$ cat config.mk
export PLATFORM = sky130hd
export DESIGN_NAME = framed_command_rtc_calendar
export DESIGN_NICKNAME = d
export VERILOG_FILES = /design/src/rtl/rtc_cal_pkg.sv /design/src/rtl/rtc_cal_front.sv /design/src/rtl/rtc_cal_queue.sv /design/src/rtl/rtc_cal_back.sv /design/src/rtl/framed_command_rtc_calendar.sv
export SDC_FILE = /design/constraint.sdc
export NUM_CORES = 1
export LEC_CHECK = 0
export ABC_AREA = 1
export ABC_CLOCK_PERIOD_IN_PS = 5180
export BUFFER_PORTS_ARGS = -buffer_cell sky130_fd_sc_hd__buf_2
export CAP_MARGIN = 30
export CELL_PAD_IN_SITES_DETAIL_PLACEMENT = 0
export CELL_PAD_IN_SITES_GLOBAL_PLACEMENT = 1
export CORE_AREA = 2 2 201 203
export CTS_CLUSTER_SIZE = 40
export DETAILED_ROUTE_END_ITERATION = 10
export DIE_AREA = 0 0 203 205
export PLACE_DENSITY = 0.79
export SYNTH_ARGS = -nofsm -noshare
export SYNTH_HDL_FRONTEND = slang
export SYNTH_SLANG_ARGS = --single-unit
export TNS_END_PERCENT = 5
$ cat constraint.sdc
create_clock -name clk -period 5.18 [get_ports clk]
set_input_delay 1.036 -clock clk [delete_from_list [all_inputs] [get_ports clk]]
set_output_delay 1.036 -clock clk [all_outputs]
set_load 0.03 [all_outputs]
$ cat src/rtl/rtc_cal_pkg.sv
// Shared constants, types and calendar helpers for the framed command calendar clock.
package rtc_cal_pkg;

  // Frame buffer sizing
  localparam int CNT_W = 6;
  localparam logic [CNT_W-1:0] RX_DEPTH = 6'd32;
  localparam int HEAD_LEN = 10;

  // Queue between front and back
  localparam int QUEUE_DEPTH = 4;
  localparam int QPTR_W = $clog2(QUEUE_DEPTH);
  localparam int QCNT_W = $clog2(QUEUE_DEPTH + 1);

  // Input event codes
  localparam logic [2:0] CMD_BYTE  = 3'd0;
  localparam logic [2:0] CMD_IDLE  = 3'd1;
  localparam logic [2:0] CMD_TICK  = 3'd2;
  localparam logic [2:0] CMD_MODE  = 3'd3;
  localparam logic [2:0] CMD_INTEN = 3'd4;

  // Classified operation kinds
  localparam logic [2:0] OP_NONE  = 3'd0;
  localparam logic [2:0] OP_BYTE  = 3'd1;
  localparam logic [2:0] OP_IDLE  = 3'd2;
  localparam logic [2:0] OP_TICK  = 3'd3;
  localparam logic [2:0] OP_MODE  = 3'd4;
  localparam logic [2:0] OP_INTEN = 3'd5;

  // Frame bytes
  localparam logic [7:0] FRAME_SYNC0 = 8'hAA;
  localparam logic [7:0] FRAME_SYNC1 = 8'h55;
  localparam logic [7:0] FRAME_END   = 8'h75;
  localparam logic [7:0] FCMD_TIME   = 8'h01;
  localparam logic [7:0] FCMD_MODE   = 8'h02;
  localparam logic [7:0] FCMD_INTEN  = 8'h03;

  // Frame result codes
  localparam logic [2:0] RES_NONE    = 3'd0;
  localparam logic [2:0] RES_TIME    = 3'd1;
  localparam logic [2:0] RES_MODE    = 3'd2;
  localparam logic [2:0] RES_INTEN   = 3'd3;
  localparam logic [2:0] RES_IGNORED = 3'd4;

  // Display settings
  localparam logic [7:0] MODE_AUTO     = 8'd1;
  localparam logic [7:0] MODE_TIME     = 8'd3;
  localparam logic [7:0] INTEN_DEFAULT = 8'd15;

  // Multiplicative inverse of 25 modulo 2^16, and the largest multiple quotient
  localparam logic [15:0] INV25   = 16'd23593;
  localparam logic [15:0] LIM25   = 16'd2621;

  typedef struct packed {
    logic [2:0] kind;
    logic [7:0] data;
  } op_t;

  // Gregorian leap year; divisibility by 25 via the odd-divisor inverse test
  function automatic logic is_leap(input logic [15:0] y);
    logic [15:0] p;
    logic        d25;
    p   = y * INV25;
    d25 = (p <= LIM25);
    return ((y[3:0] == 4'd0) && d25) || ((y[1:0] == 2'd0) && !d25);
  endfunction

  // Days in month; anything outside 1..12 counts as 30
  function automatic logic [4:0] month_days(input logic [7:0] m, input logic leap);
    logic [4:0] d;
    d = 5'd30;
    if (m == 8'd1 || m == 8'd3 || m == 8'd5 || m == 8'd7 || m == 8'd8 ||
        m == 8'd10 || m == 8'd12) begin
      d = 5'd31;
    end else if (m == 8'd2) begin
      d = leap ? 5'd29 : 5'd28;
    end
    return d;
  endfunction

endpackage

$ cat src/rtl/rtc_cal_front.sv
// Front end: accepts input words and classifies them into operations.
module rtc_cal_front import rtc_cal_pkg::*; (
  input  logic       clk,
  input  logic       rst,
  input  logic       in_valid,
  output logic       in_ready,
  input  logic [2:0] cmd,
  input  logic [7:0] rx_byte,
  output logic       push,
  output op_t        push_op,
  input  logic       q_ready
);

  logic fv;
  op_t  op;
  op_t  op_next;

  // Decode the event code; unused codes become no-ops
  always_comb begin
    op_next.data = 8'h00;
    unique case (cmd)
      CMD_BYTE: begin
        op_next.kind = OP_BYTE;
        op_next.data = rx_byte;
      end
      CMD_IDLE:  op_next.kind = OP_IDLE;
      CMD_TICK:  op_next.kind = OP_TICK;
      CMD_MODE:  op_next.kind = OP_MODE;
      CMD_INTEN: op_next.kind = OP_INTEN;
      default:   op_next.kind = OP_NONE;
    endcase
  end

  assign push     = fv && q_ready;
  assign push_op  = op;
  assign in_ready = !fv || q_ready;

  // Holding register in front of the queue
  always_ff @(posedge clk) begin
    if (rst) begin
      fv <= 1'b0;
    end else if (in_valid && in_ready) begin
      fv <= 1'b1;
    end else if (push) begin
      fv <= 1'b0;
    end
  end

  always_ff @(posedge clk) begin
    if (in_valid && in_ready) begin
      op <= op_next;
    end
  end

endmodule

$ cat src/rtl/rtc_cal_queue.sv
// Short operation queue between the front end and the back end.
module rtc_cal_queue import rtc_cal_pkg::*; (
  input  logic clk,
  input  logic rst,
  input  logic push,
  input  op_t  push_op,
  output logic q_ready,
  input  logic pop,
  output logic q_valid,
  output op_t  pop_op
);

  op_t               slots [QUEUE_DEPTH];
  logic [QPTR_W-1:0] wr_ptr;
  logic [QPTR_W-1:0] rd_ptr;
  logic [QCNT_W-1:0] count;

  assign q_ready = (count != QCNT_W'(QUEUE_DEPTH));
  assign q_valid = (count != '0);
  assign pop_op  = slots[rd_ptr];

  // Pointers and fill level
  always_ff @(posedge clk) begin
    if (rst) begin
      wr_ptr <= '0;
      rd_ptr <= '0;
      count  <= '0;
    end else begin
      if (push) begin
        wr_ptr <= wr_ptr + QPTR_W'(1);
      end
      if (pop) begin
        rd_ptr <= rd_ptr + QPTR_W'(1);
      end
      if (push && !pop) begin
        count <= count + QCNT_W'(1);
      end else if (pop && !push) begin
        count <= count - QCNT_W'(1);
      end
    end
  end

  always_ff @(posedge clk) begin
    if (push) begin
      slots[wr_ptr] <= push_op;
    end
  end

endmodule

$ cat src/rtl/rtc_cal_back.sv
// Back end: frame capture, clock cascade, display settings and result register.
module rtc_cal_back import rtc_cal_pkg::*; (
  input  logic        clk,
  input  logic        rst,
  input  logic        q_valid,
  input  op_t         pop_op,
  output logic        pop,
  output logic        out_valid,
  input  logic        out_ready,
  output logic [7:0]  hour_out,
  output logic [7:0]  minute_out,
  output logic [7:0]  second_out,
  output logic [7:0]  day_out,
  output logic [7:0]  month_out,
  output logic [15:0] year_out,
  output logic [7:0]  display_mode,
  output logic [7:0]  intensity,
  output logic [2:0]  frame_result
);

  logic [7:0]       frame_head [HEAD_LEN];
  logic [7:0]       frame_head_next [HEAD_LEN];
  logic [7:0]       last_stored_byte, last_stored_byte_next;
  logic [CNT_W-1:0] byte_count, byte_count_next;
  logic [7:0]       hour_reg, hour_reg_next;
  logic [7:0]       minute_reg, minute_reg_next;
  logic [7:0]       second_reg, second_reg_next;
  logic [7:0]       day_reg, day_reg_next;
  logic [7:0]       month_reg, month_reg_next;
  logic [15:0]      year_reg, year_reg_next;
  logic [7:0]       mode_reg, mode_reg_next;
  logic [7:0]       intensity_reg, intensity_reg_next;
  logic [2:0]       res;

  // Tick cascade terms
  logic [7:0]  s_inc, m_inc, h_inc, d_inc, mo_inc;
  logic        c_s, c_m, c_h, c_d, c_mo;
  logic [7:0]  t_sec, t_min, t_hour, t_day, t_month;
  logic [15:0] t_year;
  logic        frame_ok;

  assign pop = q_valid && (!out_valid || out_ready);

  // One-second advance, each field checked in turn on its updated value
  always_comb begin
    s_inc   = (second_reg < 8'd60) ? second_reg + 8'd1 : second_reg;
    c_s     = (s_inc == 8'd60);
    t_sec   = c_s ? 8'd0 : s_inc;
    m_inc   = c_s ? minute_reg + 8'd1 : minute_reg;
    c_m     = (m_inc == 8'd60);
    t_min   = c_m ? 8'd0 : m_inc;
    h_inc   = c_m ? hour_reg + 8'd1 : hour_reg;
    c_h     = (h_inc == 8'd24);
    t_hour  = c_h ? 8'd0 : h_inc;
    d_inc   = c_h ? day_reg + 8'd1 : day_reg;
    c_d     = (d_inc > {3'b000, month_days(month_reg, is_leap(year_reg))});
    t_day   = c_d ? 8'd1 : d_inc;
    mo_inc  = c_d ? month_reg + 8'd1 : month_reg;
    c_mo    = (mo_inc > 8'd12);
    t_month = c_mo ? 8'd1 : mo_inc;
    t_year  = c_mo ? year_reg + 16'd1 : year_reg;
  end

  assign frame_ok = (byte_count != '0) && (frame_head[0] == FRAME_SYNC0) &&
                    (frame_head[1] == FRAME_SYNC1) && (last_stored_byte == FRAME_END);

  // Execute one operation
  always_comb begin
    frame_head_next       = frame_head;
    last_stored_byte_next = last_stored_byte;
    byte_count_next       = byte_count;
    hour_reg_next         = hour_reg;
    minute_reg_next       = minute_reg;
    second_reg_next       = second_reg;
    day_reg_next          = day_reg;
    month_reg_next        = month_reg;
    year_reg_next         = year_reg;
    mode_reg_next         = mode_reg;
    intensity_reg_next    = intensity_reg;
    res                   = RES_NONE;
    unique case (pop_op.kind)
      OP_BYTE: begin
        // first byte of a frame clears the head buffer
        if (byte_count == '0) begin
          for (int i = 0; i < HEAD_LEN; i++) begin
            frame_head_next[i] = 8'h00;
          end
        end
        if (byte_count < RX_DEPTH) begin
          for (int i = 0; i < HEAD_LEN; i++) begin
            if (byte_count == CNT_W'(i)) begin
              frame_head_next[i] = pop_op.data;
            end
          end
          last_stored_byte_next = pop_op.data;
          byte_count_next       = byte_count + CNT_W'(1);
        end
      end
      OP_IDLE: begin
        res             = RES_IGNORED;
        byte_count_next = '0;
        if (frame_ok) begin
          priority if (frame_head[2] == FCMD_TIME) begin
            hour_reg_next   = frame_head[3];
            minute_reg_next = frame_head[4];
            second_reg_next = frame_head[5];
            day_reg_next    = frame_head[6];
            month_reg_next  = frame_head[7];
            year_reg_next   = {frame_head[8], frame_head[9]};
            res             = RES_TIME;
          end else if (frame_head[2] == FCMD_MODE) begin
            mode_reg_next = frame_head[3];
            res           = RES_MODE;
          end else if (frame_head[2] == FCMD_INTEN) begin
            intensity_reg_next = frame_head[3];
            res                = RES_INTEN;
          end else begin
            res = RES_IGNORED;
          end
        end
      end
      OP_TICK: begin
        second_reg_next = t_sec;
        minute_reg_next = t_min;
        hour_reg_next   = t_hour;
        day_reg_next    = t_day;
        month_reg_next  = t_month;
        year_reg_next   = t_year;
      end
      OP_MODE: begin
        if (mode_reg < MODE_TIME) begin
          mode_reg_next = mode_reg + 8'd1;
        end else if (mode_reg == MODE_TIME) begin
          mode_reg_next = MODE_AUTO;
        end
      end
      OP_INTEN: begin
        intensity_reg_next = (intensity_reg > 8'd1) ? intensity_reg - 8'd3 : INTEN_DEFAULT;
      end
      default: begin
      end
    endcase
  end

  // Architectural state
  always_ff @(posedge clk) begin
    if (rst) begin
      for (int i = 0; i < HEAD_LEN; i++) begin
        frame_head[i] <= 8'h00;
      end
      last_stored_byte <= 8'h00;
      byte_count       <= '0;
      hour_reg         <= 8'd0;
      minute_reg       <= 8'd0;
      second_reg       <= 8'd0;
      day_reg          <= 8'd1;
      month_reg        <= 8'd1;
      year_reg         <= 16'd1971;
      mode_reg         <= MODE_AUTO;
      intensity_reg    <= INTEN_DEFAULT;
    end else if (pop) begin
      frame_head       <= frame_head_next;
      last_stored_byte <= last_stored_byte_next;
      byte_count       <= byte_count_next;
      hour_reg         <= hour_reg_next;
      minute_reg       <= minute_reg_next;
      second_reg       <= second_reg_next;
      day_reg          <= day_reg_next;
      month_reg        <= month_reg_next;
      year_reg         <= year_reg_next;
      mode_reg         <= mode_reg_next;
      intensity_reg    <= intensity_reg_next;
    end
  end

  // Result register
  always_ff @(posedge clk) begin
    if (rst) begin
      out_valid <= 1'b0;
    end else if (pop) begin
      out_valid <= 1'b1;
    end else if (out_ready) begin
      out_valid <= 1'b0;
    end
  end

  always_ff @(posedge clk) begin
    if (pop) begin
      hour_out     <= hour_reg_next;
      minute_out   <= minute_reg_next;
      second_out   <= second_reg_next;
      day_out      <= day_reg_next;
      month_out    <= month_reg_next;
      year_out     <= year_reg_next;
      display_mode <= mode_reg_next;
      intensity    <= intensity_reg_next;
      frame_result <= res;
    end
  end

endmodule

$ cat src/rtl/framed_command_rtc_calendar.sv
// An accepted word passes the front register, a queue slot and the result
// register, in that order, before its result word is shown. Throughput: one word
// per cycle while neither side stalls; the front register and a four-entry queue
// let input and output stall independently, the result register holds one word.
// Reset (synchronous, active high): 00:00:00 on day 1, month 1, year 1971,
// display mode 1, intensity 15, frame buffer and queue empty.
module framed_command_rtc_calendar import rtc_cal_pkg::*; (
  input  logic        clk,
  input  logic        rst,
  input  logic        in_valid,
  output logic        in_ready,
  input  logic [2:0]  cmd,
  input  logic [7:0]  rx_byte,
  output logic        out_valid,
  input  logic        out_ready,
  output logic [7:0]  hour_out,
  output logic [7:0]  minute_out,
  output logic [7:0]  second_out,
  output logic [7:0]  day_out,
  output logic [7:0]  month_out,
  output logic [15:0] year_out,
  output logic [7:0]  display_mode,
  output logic [7:0]  intensity,
  output logic [2:0]  frame_result
);

  logic push;
  op_t  push_op;
  logic q_ready;
  logic pop;
  logic q_valid;
  op_t  pop_op;

  rtc_cal_front u_front (
    .clk      (clk),
    .rst      (rst),
    .in_valid (in_valid),
    .in_ready (in_ready),
    .cmd      (cmd),
    .rx_byte  (rx_byte),
    .push     (push),
    .push_op  (push_op),
    .q_ready  (q_ready)
  );

  rtc_cal_queue u_queue (
    .clk     (clk),
    .rst     (rst),
    .push    (push),
    .push_op (push_op),
    .q_ready (q_ready),
    .pop     (pop),
    .q_valid (q_valid),
    .pop_op  (pop_op)
  );

  rtc_cal_back u_back (
    .clk          (clk),
    .rst          (rst),
    .q_valid      (q_valid),
    .pop_op       (pop_op),
    .pop          (pop),
    .out_valid    (out_valid),
    .out_ready    (out_ready),
    .hour_out     (hour_out),
    .minute_out   (minute_out),
    .second_out   (second_out),
    .day_out      (day_out),
    .month_out    (month_out),
    .year_out     (year_out),
    .display_mode (display_mode),
    .intensity    (intensity),
    .frame_result (frame_result)
  );

endmodule

==> reports/results.txt, run 1 <==
die area - 41620 um^2
WP data required - 5.60 ns
Max Freq - 174.1 MHz
nature of the critical path endpoint - flip-flop
failing checks - negative setup slack
initial antenna violation count - 1
clock slew at reported path FFs - 0.06 ns
multi-input logic area - 7925 um^2
Setup CP Type - flip-flop to flip-flop
number of synthesized register bits - 307
initial drt markers - 982
Area growth syn-to-layout - 19.38%
RSZ-0062 raised after global routing - yes
Critical-path top delay cell - fa_1
starting density of the core - 0.4163
Fill cells - 3690
final period utilization - 1.109
clk_skew - 0.01896 ns
DIE WIDTH - 203 um
min-delay worst type - flip-flop to flip-flop
post-layout util - 0.4970
Final min period - 5.744 ns
Critical path buffers and inverters - 7
Synth top cells by count - inv_1 (297), nand2_1 (296), a21oi_1 (184), dfxtp_1 (177), o21ai_0 (153)
post-synthesis cell area - 16390 um^2
Max clock buf depth - 3
CP Launch Type - flip-flop
row cnt - 73
Chip Height - 205 um
# diodes - 0
hold path depth - 2
Syn Inst Count - 1964
detailed placer's ending HPWL - 31180 um
max incr delay on CP - 0.53 ns
crit path DAT - 6.17 ns
RD Place Congestion - 0.8617
Synth Area per Inst - 8.344 um^2
FFs w/ async S/R, synth - 0
vias in the first global route - 13240
clk sink count - 307
final hold vios - 0
Tightest Pin Transition - 0.9328 ns
H-Tree Depth - 2
TNS Setup - -21.28 ns
DR vias/cell - 5.251
layout cells sized above 1 - 0.1714
outcome - finished, violations left
Synth area leader - edfxtp_1
Final WS setup - -0.5645 ns
Setup Viol. Count Final - 48
Slew Viols, Final - 0
Synth Flop Type - dfxtp_1
core area - 39370 um^2
MaxCap Viol Count - 0
worst skew pair latency - 0.54 ns
Relative slew margins - 0.3781
synth top area cells - edfxtp_1 (24%), dfxtp_1 (22%), inv_1 (6.8%)
FF/Latch Area - 7476 um^2
GRT overflow - 0
Post-Place Setup Slack - -0.6738 ns
R2R cell count - 34
CTS tree - built
Final nets - 2217
EDFF count, synth - 130
GRT Total Usage - 0.2172
total routed wirelength - 44970 um
most common cell in the synthesized netlist - inv_1
FF-to-FF setup slack - -0.56 ns
first-pass GRT wire length - 71580 um
Synth top area share - 0.2382
DRC Markers - 0
max reg flops - 72
TritonRoute pass-1 iters - 6
critical path depth - 34
Most flops, register - u_back.frame_head
Via Count - 13910
TritonCTS Buffers - 36
largest net degree at the start of global routing - 81
post-synthesis sequential area ratio - 0.4544
count of input and output buffers - 91
Top Registers - u_back.frame_head (72), u_queue.slots (44)
io pins - 92
Syn Nets - 2085
Yosys cell types - 49
critical path fanouts, max - 6
crit-path most repeated cell - nand2_1
clock root cell - clkbuf_16
Routed Antenna Nets - 0
Top Family by Delay on Critical Path - adder cells
routed length per placed instance - 16.98 um
Synth warnings - 0
## placed cells by master (no fill, tap or decap), types with 72 or more instances in the layout
master / n
nand2_1: 284
o21ai_0: 143
inv_1: 290
nand3_1: 115
dfxtp_1: 166
buf_4: 72
nor2_1: 123
buf_2: 90
edfxtp_1: 130
a21oi_1: 177
## stage by stage
| step | area [um^2] | cells | hold WS (ns) |
|---|---|---|---|
| finish | 19560 | 2649 | 0.4720 |
| global route | 19560 | 2649 | 0.4968 |
| CTS | 19340 | 2646 | 0.4705 |
| detailed placement | 17910 | 2573 | 0.4620 |
| global placement | 17830 | 2567 | 0.4524 |
| floorplan | 16530 | 1964 | 0.4310 |
## kinds of logic (layout without fill, tap and decap cells)
family                   count (synthesis)  count (layout)  share of synthesized area
XOR/XNOR                                56              56                    0.02993
adder cells (fa/ha/maj)                106             106                    0.08963
AO/OA/AOI/OAI                          445             445                     0.1525
flip-flops                             307             307                     0.4544
multiplexers                             1               1                  0.0006108
buffers and inverters                  385             544                    0.09116
AND/OR/NAND/NOR                        664             665                     0.1817
## per-layer routing
layer | global-route usage | wire, um | up-vias
met3 | 0.03102 | 2324 | 93
met4 | 0.09593 | 1775 | 0
met5 | 0 | 0 | -
met2 | 0.3548 | 20780 | 379
li1 | - | - | 6883
met1 | 0.2872 | 20090 | 6555
## worst paths after layout
kind | start | end
worst min register to register | flip-flop | flip-flop
worst max-delay path | u_back.year_reg[2] | u_back.year_reg[12]
worst max register to register | u_back.year_reg[2] | u_back.year_reg[12]
worst min-delay path | flip-flop | flip-flop
## what timing repair did
item | in CTS | in global routing
hold buffers | 0 | 0
pin swaps | 41 | 22
buffers inserted | 5 | 2
gates cloned | 2 | 1
resized for setup | 35 | 42
endpoints found under the hold margin | 0 | 0
endpoints found under the setup margin | 50 | 50
## worst register-to-register path: cells and delay by family (launching register included)
kind / cells / cell delay [ns]
adders and majority gates: 8 / 2.75
buffers and inverters: 7 / 0.62
AOI/OAI and AO/OA: 4 / 0.46
and+or+nand+nor: 14 / 1.20
DFF: 1 / 0.39
xor gates and xnor gates: 1 / 0.20
## area by class of cell
type	instances	area share
Multi-Input combinational cell	1273	0.4051
Sequential cell	307	0.3821
Timing Repair Buffer	173	0.06063
Inverter	305	0.05890
Clock buffer	49	0.05391
Tap cell	525	0.03358
Clock inverter	17	0.005756
Power of run 1 is left out: the tool's default activity adds up to more than one toggle a clock period on the data nets, which glitch-free logic cannot reach.
==> run 2, diff against run 1 <==
Settings changed: PLACE_DENSITY 0.79 to not set, PLACE_DENSITY_LB_ADDON set to 0.1.
==> reports/results.txt, run 2 (same netlist as run 1, synthesis figures left out) <==
Top Registers - u_back.frame_head (72), u_queue.slots (44)
CTS tree - built
H-Tree Depth - 2
Setup Viol. Count Final - 50
Routed Antenna Nets - 0
post-layout util - 0.4967
Setup CP Type - flip-flop to flip-flop
hold path depth - 2
CP Launch Type - flip-flop
most frequent cells in the layout - inv_1 (288), nand2_1 (286), a21oi_1 (178), dfxtp_1 (165), o21ai_0 (143)
max incr delay on CP - 0.52 ns
nature of the critical path endpoint - flip-flop
Slew Viols, Final - 0
GRT overflow - 0
min-delay worst type - flip-flop to flip-flop
Via Count - 13800
DR vias/cell - 5.192
reg-to-reg endpoint - u_back.year_out[15]
Tightest Pin Transition - 0.9092 ns
largest net degree at the start of global routing - 77
Max Freq - 172.8 MHz
total routed wirelength - 47150 um
clock root cell - clkbuf_16
crit-path most repeated cell - nand2_2
vias in the first global route - 13280
wl on met1 - 21820 um
MaxCap Viol Count - 0
critical path fanouts, max - 8
failing checks - negative setup slack
TritonCTS Buffers - 37
RSZ-0062 raised after global routing - yes
max reg flops - 72
count of input and output buffers - 91
R2R Path Start - u_back.year_reg[3]
GRT Total Usage - 0.2295
DIE WIDTH - 203 um
most common cell after layout, fill and taps aside - inv_1
starting density of the core - 0.4163
io pins - 92
Most flops, register - u_back.frame_head
max layer used - met4
clock slew at reported path FFs - 0.06 ns
met3 WL - 1963 um
TritonRoute pass-1 iters - 5
final hold vios - 0
R2R cell count - 31
clk_skew - 0.03567 ns
RD Place Congestion - 0.8518
row cnt - 73
detailed placer's ending HPWL - 32880 um
initial drt markers - 1017
Final nets - 2225
Final WS setup - -0.6085 ns
Post-CTS Hold Fix Bufs - 0
Chip Height - 205 um
Max clock buf depth - 3
WP data required - 5.45 ns
worst skew pair latency - 0.56 ns
# diodes - 0
clk sink count - 307
routed length per placed instance - 17.75 um
final period utilization - 1.117
Relative slew margins - 0.3939
die area - 41620 um^2
metal2 WL - 22050 um
crit path DAT - 6.06 ns
core area - 39370 um^2
FF-to-FF setup slack - -0.61 ns
DRC Markers - 0
initial antenna violation count - 0
Final min period - 5.788 ns
layout cells sized above 1 - 0.1721
first-pass GRT wire length - 74510 um
Area growth syn-to-layout - 19.31%
Critical-path top delay cell - fa_1
outcome - finished, violations left
## run 2: changes by cell type in the layout (fill, tap and decap cells not counted), sizes merged
| cell | change |
|---|---|
| inv | -2 |
| clkinvlp | -2 |
| bufinv | +1 |
| buf | +8 |
| clkinv | -6 |
| bufbuf | -1 |
| clkbuf | +10 |
## run 2: per-stage QoR
step           hold WS, ns  area, um^2  cells  setup WS, ns  setup TNS, ns
5_1_grt             0.4918       19550   2657       -0.9696         -41.44
6_report            0.4672       19550   2657       -0.6085         -22.95
4_1_cts             0.4652       19270   2653       -0.6375         -25.59
3_5_place_dp        0.4570       17900   2574       -0.8068         -34.09
2_1_floorplan       0.4310       16530   1964       -0.1163         -1.242
3_3_place_gp        0.4454       17840   2569       -0.6760         -27.75
## run 2: final cells by class
cell class	count	area, um^2
Fill cell	3816	19810
Clock buffer	59	1069
Clock inverter	8	75.07
Multi-Input combinational cell	1273	7934
Tap cell	525	656.9
Inverter	305	1156
Sequential cell	307	7472
Timing Repair Buffer	180	1190
## run 2: worst max-delay path by stage
stage	startpoint	to	slack, ns	cells past startpoint
2_1_floorplan	u_back.year_reg[8]	u_back.year_out[6]	-0.12	34
3_3_place_gp	u_back.year_reg[8]	u_back.month_out[0]	-0.68	31
3_5_place_dp	u_back.year_reg[8]	u_back.month_out[0]	-0.81	31
4_1_cts	u_back.year_reg[8]	u_back.year_out[15]	-0.64	32
5_1_grt	u_back.year_reg[3]	u_back.year_reg[6]	-0.97	34
6_report	u_back.year_reg[3]	u_back.year_out[15]	-0.61	31
## run 2: repair_timing
item / 4_1_cts / 5_1_grt
pin swaps: 33 / 45
setup endpoints to repair: 50 / 50
setup buffers: 10 / 4
hold endpoints to repair: 0 / 0
cloned: 2 / 0
gates resized for setup: 28 / 48
## run 2: metal layers
layer  track usage  vias up
met5             0        -
met4       0.07482        0
met3       0.02784       83
met2        0.3831      293
met1        0.3101     6516
li1              -     6903
## run 2: critical path: cells and delay by family (launching register included)
| kind | cells | cell delay [ns] |
|---|---|---|
| xor+xnor | 1 | 0.20 |
| simple gates | 14 | 1.38 |
| fa+ha+maj | 8 | 2.75 |
| compound gates | 4 | 0.46 |
| buf+inv | 4 | 0.29 |
| flops | 1 | 0.42 |
Power of run 2 is left out for the same reason.
==> run 3, diff against run 2 <==
Settings changed: SKIP_CTS_REPAIR_TIMING set to 1.
==> reports/results.txt, run 3 (same netlist as run 1, synthesis figures left out) <==
Most flops, register - u_back.frame_head
MaxCap Viol Count - 0
min-delay worst type - flip-flop to flip-flop
max incr delay on CP - 0.54 ns
DR vias/cell - 5.201
Final WS setup - -0.6672 ns
clk sink count - 307
placed inst area - 17900 um^2
post-layout util - 0.4934
detailed placer's ending HPWL - 32880 um
critical path fanouts, max - 8
GRT overflow - 0
Relative slew margins - 0.3946
layout cells sized above 1 - 0.1667
R2R cell count - 29
fin cells - 2648
clk_skew - 0.03474 ns
largest net degree at the start of global routing - 77
fin area - 19420 um^2
Slew Viols, Final - 0
die area - 41620 um^2
hold path depth - 2
WP data required - 5.45 ns
Chip Height - 205 um
worst skew pair latency - 0.56 ns
Tightest Pin Transition - 0.9081 ns
most frequent cells in the layout - inv_1 (289), nand2_1 (283), a21oi_1 (179), dfxtp_1 (166), o21ai_0 (143)
Max clock buf depth - 3
clock root cell - clkbuf_16
Max Freq - 171.0 MHz
max reg flops - 72
crit path DAT - 6.12 ns
initial antenna violation count - 0
Via Count - 13770
TritonCTS Buffers - 37
nature of the critical path endpoint - flip-flop
starting density of the core - 0.4163
Critical-path top delay cell - fa_1
Setup CP Type - flip-flop to flip-flop
first-pass GRT wire length - 73810 um
Routed Antenna Nets - 0
FF-to-FF setup slack - -0.67 ns
Final min period - 5.847 ns
TritonRoute pass-1 iters - 5
Final nets - 2216
Setup Viol. Count Final - 50
H-Tree Depth - 2
initial drt markers - 1002
RD Place Congestion - 0.8518
DIE WIDTH - 203 um
Post-Place Cells - 2574
routed length per placed instance - 17.74 um
clock slew at reported path FFs - 0.06 ns
total routed wirelength - 46960 um
Top Registers - u_back.frame_head (72), u_queue.slots (44)
CP Launch Type - flip-flop
row cnt - 73
core area - 39370 um^2
vias in the first global route - 13160
RSZ-0062 raised after global routing - yes
final hold vios - 0
io pins - 92
# diodes - 0
CTS tree - built
count of input and output buffers - 91
Area growth syn-to-layout - 18.53%
final period utilization - 1.129
DRC Markers - 0
GRT Total Usage - 0.2273
failing checks - negative setup slack
most common cell after layout, fill and taps aside - inv_1
outcome - finished, violations left
[run 3: final timing paths]
check	to	start
min reg2reg	flip-flop	flip-flop
max reg2reg	u_back.year_out[15]	u_back.year_reg[2]
min	flip-flop	flip-flop
max	u_back.year_out[15]	u_back.year_reg[2]
[run 3: critical path, delay by kind of cell, from the launching register on]
kind	cells	cell delay, ns
buffers and inverters	4	0.39
AO/OA/AOI/OAI	4	0.50
flip-flops	1	0.37
adder cells (fa/ha/maj)	8	2.87
XOR/XNOR	1	0.21
AND/OR/NAND/NOR	12	1.24
[run 3: layout make-up]
| class | instances | area [um^2] |
|---|---|---|
| clock inverter | 8 | 75.07 |
| sequential | 307 | 7471 |
| timing repair buffer | 171 | 1116 |
| fill | 3845 | 19940 |
| clock buffer | 59 | 1069 |
| tap | 525 | 656.9 |
| inverter | 305 | 1154 |
| multi-input combinational | 1273 | 7884 |
[run 3: per-stage QoR]
step	setup WS [ns]	setup TNS (ns)	hold WS (ns)
2_1_floorplan	-0.1163	-1.242	0.4310
3_3_place_gp	-0.6760	-27.75	0.4454
3_5_place_dp	-0.8068	-34.09	0.4570
4_1_cts	-0.8116	-35.15	0.4652
5_1_grt	-0.9636	-42.03	0.4918
6_report	-0.6672	-25.61	0.4669
[run 3: layer usage]
metal	wire length (um)	up-vias	global-route usage
met5	0	-	0
met3	1904	83	0.02784
met2	22030	297	0.3768
met1	21720	6510	0.3081
met4	1317	0	0.07638
li1	-	6882	-
Power of run 3 is left out for the same reason.
